$ cat src/lcps_pkg.sv
// ----------------------------------------------------------------------------
// lcps_pkg: LED color pattern sequencer package
// Word types and command codes shared by the sequencer and its channels.
// ----------------------------------------------------------------------------
`default_nettype none

package lcps_pkg;

  localparam logic [2:0] KIND_TICK = 3'd0;
  localparam logic [2:0] KIND_LOAD = 3'd1;
  localparam logic [2:0] KIND_RUN  = 3'd2;
  localparam logic [2:0] KIND_SET  = 3'd3;
  localparam logic [2:0] KIND_OFF  = 3'd4;
  localparam logic [2:0] KIND_STOP = 3'd5;

  localparam logic [15:0] TICKS_MAX  = 16'hFFFF;
  localparam logic [7:0]  PASSES_MAX = 8'hFF;

  typedef struct packed {
    logic [7:0] red;
    logic [7:0] green;
    logic [7:0] blue;
  } rgb_t;

  typedef struct packed {
    logic [2:0]  kind;
    logic [3:0]  slot;
    logic [7:0]  red;
    logic [7:0]  green;
    logic [7:0]  blue;
    logic [15:0] duration;
    logic [7:0]  repeat_times;
    logic        forever_req;
  } in_word_t;

  typedef struct packed {
    logic [7:0] red_out;
    logic [7:0] green_out;
    logic [7:0] blue_out;
    logic       running;
    logic [3:0] step_now;
  } out_word_t;

endpackage

`default_nettype wire

$ cat src/lcps_if.sv
// ----------------------------------------------------------------------------
// lcps_if: sequencer channel interfaces
// Valid/ready channels for command words in and status words out.
// ----------------------------------------------------------------------------
`default_nettype none

interface lcps_in_if;
  logic               valid;
  logic               ready;
  lcps_pkg::in_word_t data;

  modport source (output valid, output data, input ready);
  modport sink   (input valid, input data, output ready);
endinterface

interface lcps_out_if;
  logic                valid;
  logic                ready;
  lcps_pkg::out_word_t data;

  modport source (output valid, output data, input ready);
  modport sink   (input valid, input data, output ready);
endinterface

`default_nettype wire

$ cat src/led_color_pattern_sequencer.sv
// ----------------------------------------------------------------------------
// led_color_pattern_sequencer: timed RGB pattern player
// Plays stored color/duration steps on millisecond ticks, with load, run,
// set, off and stop commands. One status word per command word.
// A command is registered into in_q first; its status word is registered from the
// state update once the output can take it. Throughput: one word per cycle while the status channel is ready.
// Reset: rst (sync, active high) clears all control state, marks and the
// output color; pattern slots are undefined until loaded.
// ----------------------------------------------------------------------------
`default_nettype none

module led_color_pattern_sequencer #(
  parameter int MAX_STEPS = 16
) (
  input  logic         clk,
  input  logic         rst,
  lcps_in_if.sink      item,
  lcps_out_if.source   result
);

  // slot field is 4 bits, so at most 16 slots are ever writable
  localparam int DEPTH = (MAX_STEPS < 16) ? MAX_STEPS : 16;
  localparam int IW    = $clog2(DEPTH);
  localparam int CW    = $clog2(DEPTH + 1);

  logic               in_valid;
  lcps_pkg::in_word_t in_q;
  logic               out_valid;
  logic               adv;

  logic [15:0]    dur_mem [DEPTH];
  lcps_pkg::rgb_t col_mem [DEPTH];

  logic [DEPTH-1:0] marks;
  lcps_pkg::rgb_t   color_now, color_now_next;
  logic             playing, playing_next;
  logic [IW-1:0]    step_index, step_index_next;
  logic [CW-1:0]    pattern_count, pattern_count_next;
  logic [7:0]       pass_target, pass_target_next;
  logic             repeat_always, repeat_always_next;
  logic [7:0]       passes_done, passes_done_next;
  logic [15:0]      elapsed_ticks, elapsed_ticks_next;

  logic [CW-1:0]  len;
  logic [CW-1:0]  step_inc;
  logic           wrap;
  logic [IW-1:0]  next_idx;
  logic [IW-1:0]  rd_idx;
  lcps_pkg::rgb_t rd_col;
  logic [15:0]    cur_dur;
  logic [15:0]    elapsed_inc;
  logic [7:0]     passes_inc;
  logic           slot_ok;

  assign adv        = in_valid && (!out_valid || result.ready);
  assign item.ready = !in_valid || adv;

  always_ff @(posedge clk) begin
    if (rst) begin
      in_valid <= 1'b0;
    end else if (item.ready) begin
      in_valid <= item.valid;
    end
  end

  always_ff @(posedge clk) begin
    if (item.valid && item.ready) begin
      in_q <= item.data;
    end
  end

  // pattern length: first slot without a nonzero duration
  always_comb begin
    len = CW'(DEPTH);
    for (int k = DEPTH - 1; k >= 0; k--) begin
      if (!marks[k]) begin
        len = CW'(k);
      end
    end
  end

  assign cur_dur     = dur_mem[step_index];
  assign step_inc    = CW'(step_index) + CW'(1);
  assign wrap        = step_inc >= pattern_count;
  assign next_idx    = wrap ? '0 : step_inc[IW-1:0];
  assign rd_idx      = (in_q.kind == lcps_pkg::KIND_RUN) ? '0 : next_idx;
  assign rd_col      = col_mem[rd_idx];
  assign elapsed_inc = (elapsed_ticks == lcps_pkg::TICKS_MAX) ? elapsed_ticks
                                                              : elapsed_ticks + 16'd1;
  assign passes_inc  = (passes_done == lcps_pkg::PASSES_MAX) ? passes_done
                                                             : passes_done + 8'd1;
  assign slot_ok     = int'(in_q.slot) < DEPTH;

  always_comb begin
    color_now_next     = color_now;
    playing_next       = playing;
    step_index_next    = step_index;
    pattern_count_next = pattern_count;
    pass_target_next   = pass_target;
    repeat_always_next = repeat_always;
    passes_done_next   = passes_done;
    elapsed_ticks_next = elapsed_ticks;
    case (in_q.kind)
      lcps_pkg::KIND_TICK: begin
        if (playing) begin
          if (elapsed_inc < cur_dur) begin
            elapsed_ticks_next = elapsed_inc;
          end else begin
            elapsed_ticks_next = '0;
            step_index_next    = next_idx;
            color_now_next     = rd_col;
            if (wrap && !repeat_always) begin
              passes_done_next = passes_inc;
              if (passes_inc >= pass_target) begin
                playing_next   = 1'b0;
                color_now_next = '0;
              end
            end
          end
        end
      end
      lcps_pkg::KIND_RUN: begin
        if (marks[0]) begin
          pattern_count_next = len;
          step_index_next    = '0;
          pass_target_next   = in_q.repeat_times;
          repeat_always_next = in_q.forever_req;
          passes_done_next   = '0;
          elapsed_ticks_next = '0;
          playing_next       = 1'b1;
          color_now_next     = rd_col;
        end
      end
      lcps_pkg::KIND_SET: begin
        playing_next   = 1'b0;
        color_now_next = '{red: in_q.red, green: in_q.green, blue: in_q.blue};
      end
      lcps_pkg::KIND_OFF: begin
        playing_next   = 1'b0;
        color_now_next = '0;
      end
      lcps_pkg::KIND_STOP: begin
        playing_next = 1'b0;
      end
      default: begin
      end
    endcase
  end

  always_ff @(posedge clk) begin
    if (adv && in_q.kind == lcps_pkg::KIND_LOAD && slot_ok) begin
      dur_mem[in_q.slot[IW-1:0]] <= in_q.duration;
      col_mem[in_q.slot[IW-1:0]] <= '{red: in_q.red, green: in_q.green, blue: in_q.blue};
    end
  end

  always_ff @(posedge clk) begin
    if (rst) begin
      out_valid     <= 1'b0;
      marks         <= '0;
      color_now     <= '0;
      playing       <= 1'b0;
      step_index    <= '0;
      pattern_count <= '0;
      pass_target   <= '0;
      repeat_always <= 1'b0;
      passes_done   <= '0;
      elapsed_ticks <= '0;
    end else begin
      if (adv) begin
        out_valid <= 1'b1;
      end else if (result.ready) begin
        out_valid <= 1'b0;
      end
      if (adv) begin
        if (in_q.kind == lcps_pkg::KIND_LOAD && slot_ok) begin
          marks[in_q.slot[IW-1:0]] <= in_q.duration != 16'd0;
        end
        color_now     <= color_now_next;
        playing       <= playing_next;
        step_index    <= step_index_next;
        pattern_count <= pattern_count_next;
        pass_target   <= pass_target_next;
        repeat_always <= repeat_always_next;
        passes_done   <= passes_done_next;
        elapsed_ticks <= elapsed_ticks_next;
      end
    end
  end

  // state registers double as the status word; they hold until it is taken
  assign result.valid          = out_valid;
  assign result.data.red_out   = color_now.red;
  assign result.data.green_out = color_now.green;
  assign result.data.blue_out  = color_now.blue;
  assign result.data.running   = playing;
  assign result.data.step_now  = 4'(step_index);

endmodule

`default_nettype wire

$ cat src/flat_wrapper.sv
// flat-port wrapper written by rule: the top's interface ports become plain ports
module led_color_pattern_sequencer_flat 
#(
  parameter int MAX_STEPS = 16
)
  (clk, rst, item_valid, item_data, item_ready, result_valid, result_data, result_ready);
  lcps_in_if item_i ();
  lcps_out_if result_i ();
  input  logic clk;
  input  logic rst;
  input wire logic [$bits(item_i.valid)-1:0] item_valid;
  input wire logic [$bits(item_i.data)-1:0] item_data;
  output wire logic [$bits(item_i.ready)-1:0] item_ready;
  output wire logic [$bits(result_i.valid)-1:0] result_valid;
  output wire logic [$bits(result_i.data)-1:0] result_data;
  input wire logic [$bits(result_i.ready)-1:0] result_ready;
  assign item_i.valid = item_valid;
  assign item_i.data = item_data;
  assign item_ready = item_i.ready;
  assign result_valid = result_i.valid;
  assign result_data = result_i.data;
  assign result_i.ready = result_ready;
  led_color_pattern_sequencer #(.MAX_STEPS(MAX_STEPS)) u_core (.clk(clk), .rst(rst), .item(item_i), .result(result_i));
endmodule
$ cat config.mk
export PLATFORM = sky130hd
export DESIGN_NAME = led_color_pattern_sequencer_flat
export DESIGN_NICKNAME = d
export VERILOG_FILES = /design/src/lcps_pkg.sv /design/src/lcps_if.sv /design/src/led_color_pattern_sequencer.sv /design/src/flat_wrapper.sv
export SDC_FILE = /design/constraint.sdc
export NUM_CORES = 1
export LEC_CHECK = 0
export ABC_AREA = 1
export BUFFER_PORTS_ARGS = -buffer_cell sky130_fd_sc_hd__buf_2
export CORE_AREA = 3 3 348 247
export CTS_BUF_LIST = sky130_fd_sc_hd__clkbuf_4
export DETAILED_ROUTE_END_ITERATION = 6
export DIE_AREA = 0 0 351 250
export GPL_TIMING_DRIVEN = 1
export PLACE_DENSITY = 0.57
export SLEW_MARGIN = 10
export SYNTH_ARGS = -nofsm -noshare
export SYNTH_HDL_FRONTEND = slang
export SYNTH_SLANG_ARGS = --single-unit
$ cat constraint.sdc
create_clock -name clk -period 3.4 [get_ports clk]
set_input_delay 0.17 -clock clk [delete_from_list [all_inputs] [get_ports clk]]
set_output_delay 0.17 -clock clk [all_outputs]
set_load 0.005 [all_outputs]
# After elaboration in Yosys (flattened, before gate mapping)
# Memories as Yosys holds them, arrays and structs flattened. A register that Yosys moved wholly into a read port is not among the register bits.
# Index checks and enable logic that the tools add are counted.
# totals
register_bits,141
ram_bits,640
in_bits,60
out_inout_bits,31
word_cells,119
n_memories,2
# memory_table
memory,depth,word_bits,rd,rd_clocked_by_memory_dff,write_ports,line_no,rtl
u_core.col_mem,16,24,1,0,1,led_color_pattern_sequencer.sv:32,lcps_pkg::rgb_t col_mem [DEPTH];
u_core.dur_mem,16,16,1,1,1,led_color_pattern_sequencer.sv:31,logic [15:0] dur_mem [DEPTH];
# classes
add_sub_neg,3
order_cmp,5
eq_ne,11
muxes,53
n_reduce_logical,24
# ops
cell,count
24-bit two-way mux,5
24-bit one-hot mux with 4 select lines,1
5-bit two-way mux,15
16-bit two-way mux,4
8-bit two-way mux,5
16-bit one-hot mux with 2 select lines,1
4-bit two-way mux,7
"16-bit by 1-bit adder with 16-bit output, second input constant",1
16-bit bitwise mux,1
"16-bit == test, second input constant",1
16-bit less-than comparator,1
8-bit one-hot mux with 2 select lines,1
16-bit nonzero test,1
1-bit two-way mux,10
5-bit AND reduction,2
"8-bit by 1-bit adder with 8-bit output, second input constant",1
"8-bit == test, second input constant",1
8-bit greater-or-equal comparator,1
4-bit one-hot mux with 2 select lines,1
"3-bit by 2-bit == test with 1-bit output, second input constant",2
"3-bit == test, second input constant",2
"2-bit by 1-bit != test with 1-bit output, second input constant",3
3-bit AND reduction,2
6-bit AND reduction,1
other kinds (18),26

# Depth between registers and ports, before layout
# Gate-level depths: netlist (run 1).
# logic_depth
word_depth,15
depth_mapped,23
depth_no_buf,21

# Worst setup path before layout (run 1)
# Ideal clock, no wire load.
# synth_path
path_type,flip-flop to flip-flop
startpoint,register u_core.in_q[54] (netlist bit)
endpoint,"memory u_core.col_mem[6][0] (netlist bit), enable pin"
setup_time_ns,0.439
t_arrival_ns,2.977
required_ns,2.961
setup_slack_ns,-0.016
stages_incl_launch_ff,7
path_buffers,1
period_less_slack_ns,3.416
cell_sequence,edfxtp_1 -> clkbuf_2 -> nor2_1 -> inv_1 -> nor3_1 -> nand3_1 -> nor2_1
# synth_via
elab_chain_len,4
# synth_rtl
item,line_no,rtl
from (decl),led_color_pattern_sequencer.sv:27,lcps_pkg::in_word_t in_q;
from (signal assigned),led_color_pattern_sequencer.sv:68,in_q <= item.data;
3-bit by 1-bit == test with 1-bit output,led_color_pattern_sequencer.sv:151,if (adv && in_q.kind == lcps_pkg::KIND_LOAD && slot_ok) begin
1-bit logical AND,led_color_pattern_sequencer.sv:151,
1-bit two-way mux,led_color_pattern_sequencer.sv:151,
1-bit two-way mux (not written as such),led_color_pattern_sequencer.sv:153,"col_mem[in_q.slot[IW-1:0]] <= '{red: in_q.red, green: in_q.green, blue: in_q.blue};"
to (decl),led_color_pattern_sequencer.sv:32,
# No other way between the ends.

# Worst setup path in the final report (run 1)
# layout_path
startpoint,register u_core.elapsed_ticks[2]
endpoint,"register u_core.color_now, in the netlist u_core.result.data[23]"
# layout_via
elab_chain_len,5
word_cells_on_any_way,6
cone_classes,1 x add/sub; 1 x order compare; 2 x eq/ne; 1 x mux; 1 x reduce/logical
# layout_rtl
item,line_no,rtl
from (decl),led_color_pattern_sequencer.sv:42,"logic [15:0] elapsed_ticks, elapsed_ticks_next;"
from (signal assigned),led_color_pattern_sequencer.sv:186,elapsed_ticks <= elapsed_ticks_next;
16-bit by 1-bit adder with 16-bit output / 16-bit == test (equally long branches),"led_color_pattern_sequencer.sv:89, led_color_pattern_sequencer.sv:88",
16-bit two-way mux *,led_color_pattern_sequencer.sv:88,assign elapsed_inc = (elapsed_ticks == lcps_pkg::TICKS_MAX) ? elapsed_ticks
16-bit less-than comparator *,led_color_pattern_sequencer.sv:106,if (elapsed_inc < cur_dur) begin
2-bit != test (no line) *,--,
5-bit AND reduction (no line) *,--,
to (signal assigned),led_color_pattern_sequencer.sv:179,color_now <= color_now_next;
to (decl),led_color_pattern_sequencer.sv:35,"lcps_pkg::rgb_t color_now, color_now_next;"
# Mark *: on every way between the ends. The rest lies on a longest branch, timed or not.
# A chain may end at the register's enable or synchronous reset.

==> results.txt, run 1 <==
- Status: finished, violations left
* Violations in the final reports: design-rule violations
- Of all nets on the critical path, the largest fanout is 7.
- Dividing the detail-routed wire length by the instance count gives 20.39 um.
- End-of-flow core utilization: 48.04%
* Horizontal extent of the die: 351 um
* Synth Flop Type: sky130_fd_sc_hd__edfxtp_1
- H-tree levels: 4
- Layout overhead on the synthesized area: 19.86%
* Setup Skew: 0.06605 ns
- Crit share post-route: 97.26%
* Count of flip-flops with a built-in enable after synthesis: 696
- The first global-routing pass estimated 138200 um of wire.
- Number of iterations in the first detailed-routing pass: 7
- Unrepaired setup endpoints after global routing: yes
* All-layer global routing usage: 20.90%
- Final HPWL DP: 49780 um
- After synthesis, the largest area contributor takes up 63.23% of total cell area.
- Number of distinct library cell variants in the gate-level netlist after synthesis: 43
- Antenna violations before repair: 4
- TritonCTS built the clock tree.
* Minimum clock period: 3.307 ns
* Type of origin of the critical path: flip-flop
- The detail route stage leaves a number of antenna-violating nets equal to 0.
* Final setup viols: 0
- Dividing the detail-routed via count by the number of cells gives 5.226.
- Sequential cells were found to cover 68.62% of the synthesized design area.
- Most area-consuming cells after synthesis: sky130_fd_sc_hd__edfxtp_1, sky130_fd_sc_hd__nand2_1, sky130_fd_sc_hd__dfxtp_1, sky130_fd_sc_hd__nand3_1, sky130_fd_sc_hd__inv_1
- Entering global routing, the biggest net connects 59 pins.
- The floorplan has 88 rows.
- Peak ir drop on the vdd network: 0.0003224 V
* Leakage component of the power: 15.20 nW
- After synthesis, the share of flip-flops with an asynchronous set or reset is 0%.
- Slowest stage cell, crit path: sky130_fd_sc_hd__dfxtp_2
* Routability cong.: 0.7778
- Measured in cells, the most critical reg-to-reg path has a length of 22.
* Hold Path Cell Cnt: 3
- Summing all placed instances gives a cell area of 35570 um^2.
* Hold crit path type: input pin to flip-flop
* Vias in the first global route: 22740
* Number of port buffers: 90
- After detailed routing, the number of remaining DRC violations is 4.
- For this run, the number of Yosys warnings is 0.
- The average instance in the mapped netlist occupies 11.21 um^2.
- The layout has 7394 filler cells.
* Synth Net Count: 3040
- In the final layout, the share of cells above drive strength 1 is 18.04%.
- Total congestion overflow after global routing: 0
* FF-to-FF setup slack: 0.09 ns
- The initial utilization of the core area, before any placement, comes to 40.08%.
* Clock Tree Buf Depth: 3
- Worst-Skew Late Latency: 1.07 ns
* Die area: 87750 um^2
* Via count of the routed design: 23730
- Synthesis produced a netlist whose cell count is 2949.
- Required time worst endpoint: 4.34 ns
- Power per standard cell area: 502.3 nW/um^2
- Synth Register Bits: 785
- Data arrival time at the worst-slack endpoint: 4.25 ns
- Number of endpoints with negative hold slack in the final report: 0
- The cell area that synthesis handed to floorplanning was 33050 um^2.
- Final #Nets: 3396
- Detailed-route wire length: 92590 um
- During I/O placement, the number of pins put on the boundary was 91.
- Clock tree synthesis inserted a total of 188 buffers.
- The finished cells cover 39620 um^2.
* Highest Clock Rate: 0.3024 GHz
- Clock sink total: 785
- Traced cell by cell, the critical path runs through inv_2 > nor3_4 > inv_2 > nor3_2 > inv_1 > nor2_2 > inv_2 > nor2_4 > nand2_2 > nor2_2 > xor2_1 > ha_1 > buf_6 > a211oi_2 > o221a_2 > nand3_4 > nand3_4 > buf_12 > buf_12 > nand2_2 > nand2_2 > nor2_2.
- The max-slew violation total from the final report is 0.
* Critical path type: flip-flop to flip-flop
- Least-Margin Pin Slew: 1.156 ns
- After clock tree synthesis, the clock-pin slew on the worst setup and hold paths is 0.06 ns.
- Std-Cell Core Area: 82470 um^2
- Measured against its own limit, the worst slew margin works out to 22.95%.
- Crit path largest cell delay: 0.33 ns
* Height of the die: 250 um
* Largest area contributor in the netlist: sky130_fd_sc_hd__edfxtp_1
* Detailed router's first-iteration violation count: 2376
- MaxCap Viol Count: 0
- CP endpoint kind: flip-flop
- The tree is rooted in a sky130_fd_sc_hd__clkbuf_4.
[state kept, by name (all words and copies together) (netlist names), named ones only]
name / count
u_core.col_mem: 384
u_core.dur_mem: 256
u_core.elapsed_ticks: 16
u_core.in_q: 56
u_core.in_valid: 1
u_core.marks: 16
u_core.pass_target: 8
u_core.passes_done: 8
u_core.pattern_count: 5
u_core.playing: 1
u_core.repeat_always: 1
u_core.result.data: 24
u_core.result.valid: 1
u_core.step_index: 4
[what timing repair did]
action,in CTS,in global routing
setup endpoints to repair,52,57
pin swaps,2,28
cloned,0,4
setup buffers,0,10
hold buffers,120,0
gates resized for setup,4,51
endpoints found under the hold margin,125,0
[cell families (layout without fill, tap and decap cells)]
group | after synthesis | in the layout | share of synthesized area, %
other cells | 0 | 7 | 0
buf+inv | 471 | 976 | 5.640
xor+xnor | 15 | 15 | 0.3975
simple gates | 1252 | 1252 | 16.63
compound gates | 395 | 395 | 7.537
flops | 785 | 785 | 68.62
fa+ha+maj | 31 | 31 | 1.173
[layout make-up]
| class | count | area (um^2) | area share [%] |
|---|---|---|---|
| clock buffers | 278 | 2087 | 5.268 |
| inverters | 312 | 1177 | 2.972 |
| diodes | 7 | 17.52 | 0.04421 |
| multi-input cells | 1693 | 8773 | 22.15 |
| repair buffers | 325 | 3128 | 7.895 |
| flip-flops and latches | 785 | 22690 | 57.27 |
| well taps | 1080 | 1351 | 3.411 |
| clock inverters | 61 | 392.9 | 0.9917 |
[worst max-delay path: cells and delay by family (launching register included)]
family	cells	cell delay, ns
buffers and inverters	7	0.68
AOI/OAI and AO/OA	2	0.43
and+or+nand+nor	11	1.23
adders and majority gates	1	0.30
xor gates and xnor gates	1	0.21
DFF	1	0.33
[layer usage]
layer / part of all wire (%) / routed length (um) / vias to the layer above / GRT usage (%)
li1: - / - / 11150 / -
met1: 47 / 43420 / 11540 / 31.22
met2: 43 / 39920 / 898 / 30.47
met3: 8.0 / 7375 / 153 / 3.939
met4: 2.0 / 1872 / 0 / 7.048
met5: 0 / 0 / - / 0
[power by group]
part	switching [mW]	leakage (nW)	internal [mW]
Sequential	0.157	7.02	10.6
Combinational	0.726	6.71	0.462
Clock	3.86	1.46	4.13
Total	4.75	15.2	15.2
[synthesized netlist by cell type (5+ instances only)]
master                     number
sky130_fd_sc_hd__edfxtp_1     696
sky130_fd_sc_hd__nand2_1      528
sky130_fd_sc_hd__inv_1        304
sky130_fd_sc_hd__nand3_1      298
sky130_fd_sc_hd__nor2_1       286
sky130_fd_sc_hd__o21ai_0      162
sky130_fd_sc_hd__clkbuf_1     107
sky130_fd_sc_hd__o211ai_1     104
sky130_fd_sc_hd__dfxtp_1       89
sky130_fd_sc_hd__o221ai_1      54
sky130_fd_sc_hd__a21oi_1       51
sky130_fd_sc_hd__nand3b_1      49
sky130_fd_sc_hd__buf_2         42
sky130_fd_sc_hd__ha_1          31
sky130_fd_sc_hd__or2_2         26
sky130_fd_sc_hd__nor3_1        19
sky130_fd_sc_hd__nand4_1       16
sky130_fd_sc_hd__nor2_2        14
sky130_fd_sc_hd__xor2_1        11
sky130_fd_sc_hd__nor4_1         6
sky130_fd_sc_hd__o22ai_1        6
sky130_fd_sc_hd__nand2_2        5
[worst paths after layout]
check / start / end
worst max register to register: u_core.elapsed_ticks[2] / u_core.result.data[23]
worst max-delay path: u_core.elapsed_ticks[2] / u_core.result.data[23]
worst min-delay path: rst / u_core.elapsed_ticks[6]
worst min register to register: u_core.pass_target[5] / u_core.pass_target[5]
[metrics by stage]
stage          total power [mW]  hold WS, ns  setup WS, ns  cells  TNS, ns
2_1_floorplan             11.51       0.2689      -0.01561   2949   -1.951
3_3_place_gp              11.95       0.3471       0.07288   4061        0
3_5_place_dp              11.97       0.3481      -0.06012   4061   -1.259
4_1_cts                   20.07      0.05468       0.01754   4520        0
5_1_grt                   20.74       0.1969       -0.1515   4540   -6.160
6_report                  19.90       0.2282       0.09309   4541        0
[cell usage in the layout, fill, tap and decap left out, drive strengths merged]
cell         count
o221ai          54
o221a            1
ha              31
nor2           302
bufinv           5
dfxtp           89
o21bai           2
o22ai            6
xor2            11
edfxtp         696
a31oi            2
inv            311
dlygate4sd3    120
nor3            19
xnor2            4
nand3b          49
or2             26
clkbuf         282
nand4           16
o2111ai          2
a22oi            1
o21a             1
nor4             6
clkinv          53
nand3          301
buf            201
a21o             1
clkinvlp         4
a21oi           51
diode            7
o21ai          164
a21boi           3
a211oi           3
nand2          533
o211ai         104
Note: power is estimated with default switching activity, not from simulation.
==> run 2, diff against run 1 <==
BUFFER_PORTS_ARGS = not set   (was -buffer_cell sky130_fd_sc_hd__buf_2)
CTS_BUF_LIST = sky130_fd_sc_hd__clkbuf_8   (was sky130_fd_sc_hd__clkbuf_4)
DONT_BUFFER_PORTS = 1   (was not set)
PLACE_DENSITY = 0.56   (was 0.57)
==> results.txt, run 2 (synthesis results as in run 1) <==
* Hold crit path type: input pin to flip-flop
- For the final database, setup skew stands at 0.04883 ns.
- All-layer global routing usage: 20.49%
- Across the VDD grid, the largest voltage drop is 0.0002947 V.
* Post-detailed-route DRC marker count: 0
- Type of origin of the critical path: flip-flop
- Number of buffers created by CTS: 117
- Number of port buffers: 0
- Clock transition at the registers of the reported paths: 0.06 ns
* Critical path type: flip-flop to flip-flop
* Height of the die: 250 um
- In this run the tightest slew margin relative to its limit is 19.90%.
- Across the run, the number of max-cap violations was 0.
* Clock Tree Buf Depth: 3
- TritonCTS clock tree: built
* Layout cell share with drive strength beyond 1: 12.23%
- Across all hold checks on the routed design, the worst slack comes to 0.07340 ns.
- The worst setup path is captured at a flip-flop.
- Counting every sink on the clock net gives 785.
- Among all stages on the critical path, the largest delay is contributed by sky130_fd_sc_hd__dfxtp_4.
* Required time worst endpoint: 4.10 ns
* Most frequent cells in the layout: sky130_fd_sc_hd__edfxtp_1, sky130_fd_sc_hd__nand2_1, sky130_fd_sc_hd__inv_1, sky130_fd_sc_hd__nand3_1, sky130_fd_sc_hd__nor2_1
- The congestion estimate from routability-driven global placement came to 0.8443.
- For the pin with the worst max-slew slack, the measured transition is 1.202 ns.
- The run finished with clean final reports.
- Max-slew violations: 0
- The routed design has 90820 um of wire.
- The core region is 82470 um^2.
- Worst-Skew Late Latency: 0.82 ns
- For this run, the top clock speed supported by timing is 0.3018 GHz.
- Detailed router's first-iteration violation count: 2137
* Power per standard cell area: 494.1 nW/um^2
* Max reg flops: 384
- On the worst path, the slowest cell contributes a delay of 0.38 ns.
- Data arrives at the worst endpoint at 4.01 ns.
- Summed over all cells, the static leakage comes to 14.74 nW.
- End-of-flow core utilization: 47.40%
* Final #Nets: 3240
- H-tree levels: 3
- In the routed layout, each cell is associated on average with a via count of 5.259.
- For this configuration, the core starts out at a cell density of 40.08%.
- Number of endpoints with negative hold slack in the final report: 0
* CTS root buf: sky130_fd_sc_hd__clkbuf_8
- After floorplanning, the core was divided into 88 placement rows.
- Final HPWL DP: 50460 um
- CP cell instances: inv_4 > buf_12 > o21ai_0 > o221ai_1 > nand3_1 > nand2_1 > inv_1 > ha_1 > nand2_2 > buf_4 > nor3_2 > nand2_2 > nand3_4 > nand3_4 > buf_12 > clkbuf_16 > nor2_1 > nor2_1
* Largest fanout of any net on the critical path: 40
* Overall Power: 19.32 mW
- The first global-routing pass estimated 135900 um of wire.
* Minimum clock period: 3.313 ns
* Routed wirelength normalized by instance count: 20.97 um
* Most common library cell in the layout ignoring fill and taps: sky130_fd_sc_hd__edfxtp_1
- Setup total negative slack on the finished layout was measured at 0 ns.
- Entering global routing, the biggest net connects 65 pins.
- Final setup viols: 0
* Antenna violations before repair: 3
- Post-detailed-route count of antenna-violating nets: 0
- Number of iterations in the first detailed-routing pass: 7
- Crit share post-route: 97.44%
- The number of global-route vias before repair was 22200.
- Total congestion overflow after global routing: 0
* Unrepaired setup endpoints after global routing: yes
- Num ports: 91
- Die area: 87750 um^2
- Horizontal extent of the die: 351 um
* Layout overhead on the synthesized area: 18.28%
- The final route contains 22780 vias.
[run 2: layout make-up]
type	count	area, um^2
Inverter	312	1179
Timing Repair Buffer	240	2813
Fill cell	7370	43380
Antenna cell	6	15.01
Clock inverter	86	456.7
Tap cell	1080	1351
Multi-Input combinational cell	1693	8815
Sequential cell	785	22690
Clock buffer	129	1775
[run 2: routing by layer]
metal  part of all wire [%]  global-route usage (%)
met3                    8.6                   4.602
met5                  0.012                       0
met1                     46                   30.78
met2                     43                   29.85
met4                    1.8                   5.268
[run 2: worst paths after layout]
path | end | slack, ns | from | cells after the start
max reg2reg | u_core.result.data[26] | 0.09 | flip-flop | 18
min | u_core.in_q[37] | 0.07 | item_data[37] | 1
max | u_core.result.data[26] | 0.09 | flip-flop | 18
min reg2reg | u_core.pass_target[2] | 0.47 | u_core.pass_target[2] | 2
[run 2: metrics by stage]
stage               setup slack, ns  cell area, um^2  std cells
finish                      0.08700            39090       4331
global placement            0.03355            35240       3977
floorplan                  -0.01561            33050       2949
global route                -0.1355            39090       4331
CTS                        0.009730            38690       4309
detailed placement          -0.1358            35240       3977
[run 2: power breakdown]
group	total (mW)	switching, mW	internal (mW)
registers	10.7	0.162	10.6
logic	1.13	0.705	0.426
clock network	7.45	3.75	3.70
[run 2: what timing repair did]
item                                   CTS  global route
gates cloned                             1             5
resized for setup                        5            52
pin swaps                                1            20
setup endpoints to repair               56            57
endpoints found under the hold margin   86             0
setup buffers                            0            11
hold buffers                           116             0
[run 2: critical path, delay by kind of cell (launching register included)]
family	cells	cell delay, ns
flops	1	0.38
simple gates	9	1.08
buf+inv	6	1.02
compound gates	2	0.33
fa+ha+maj	1	0.38
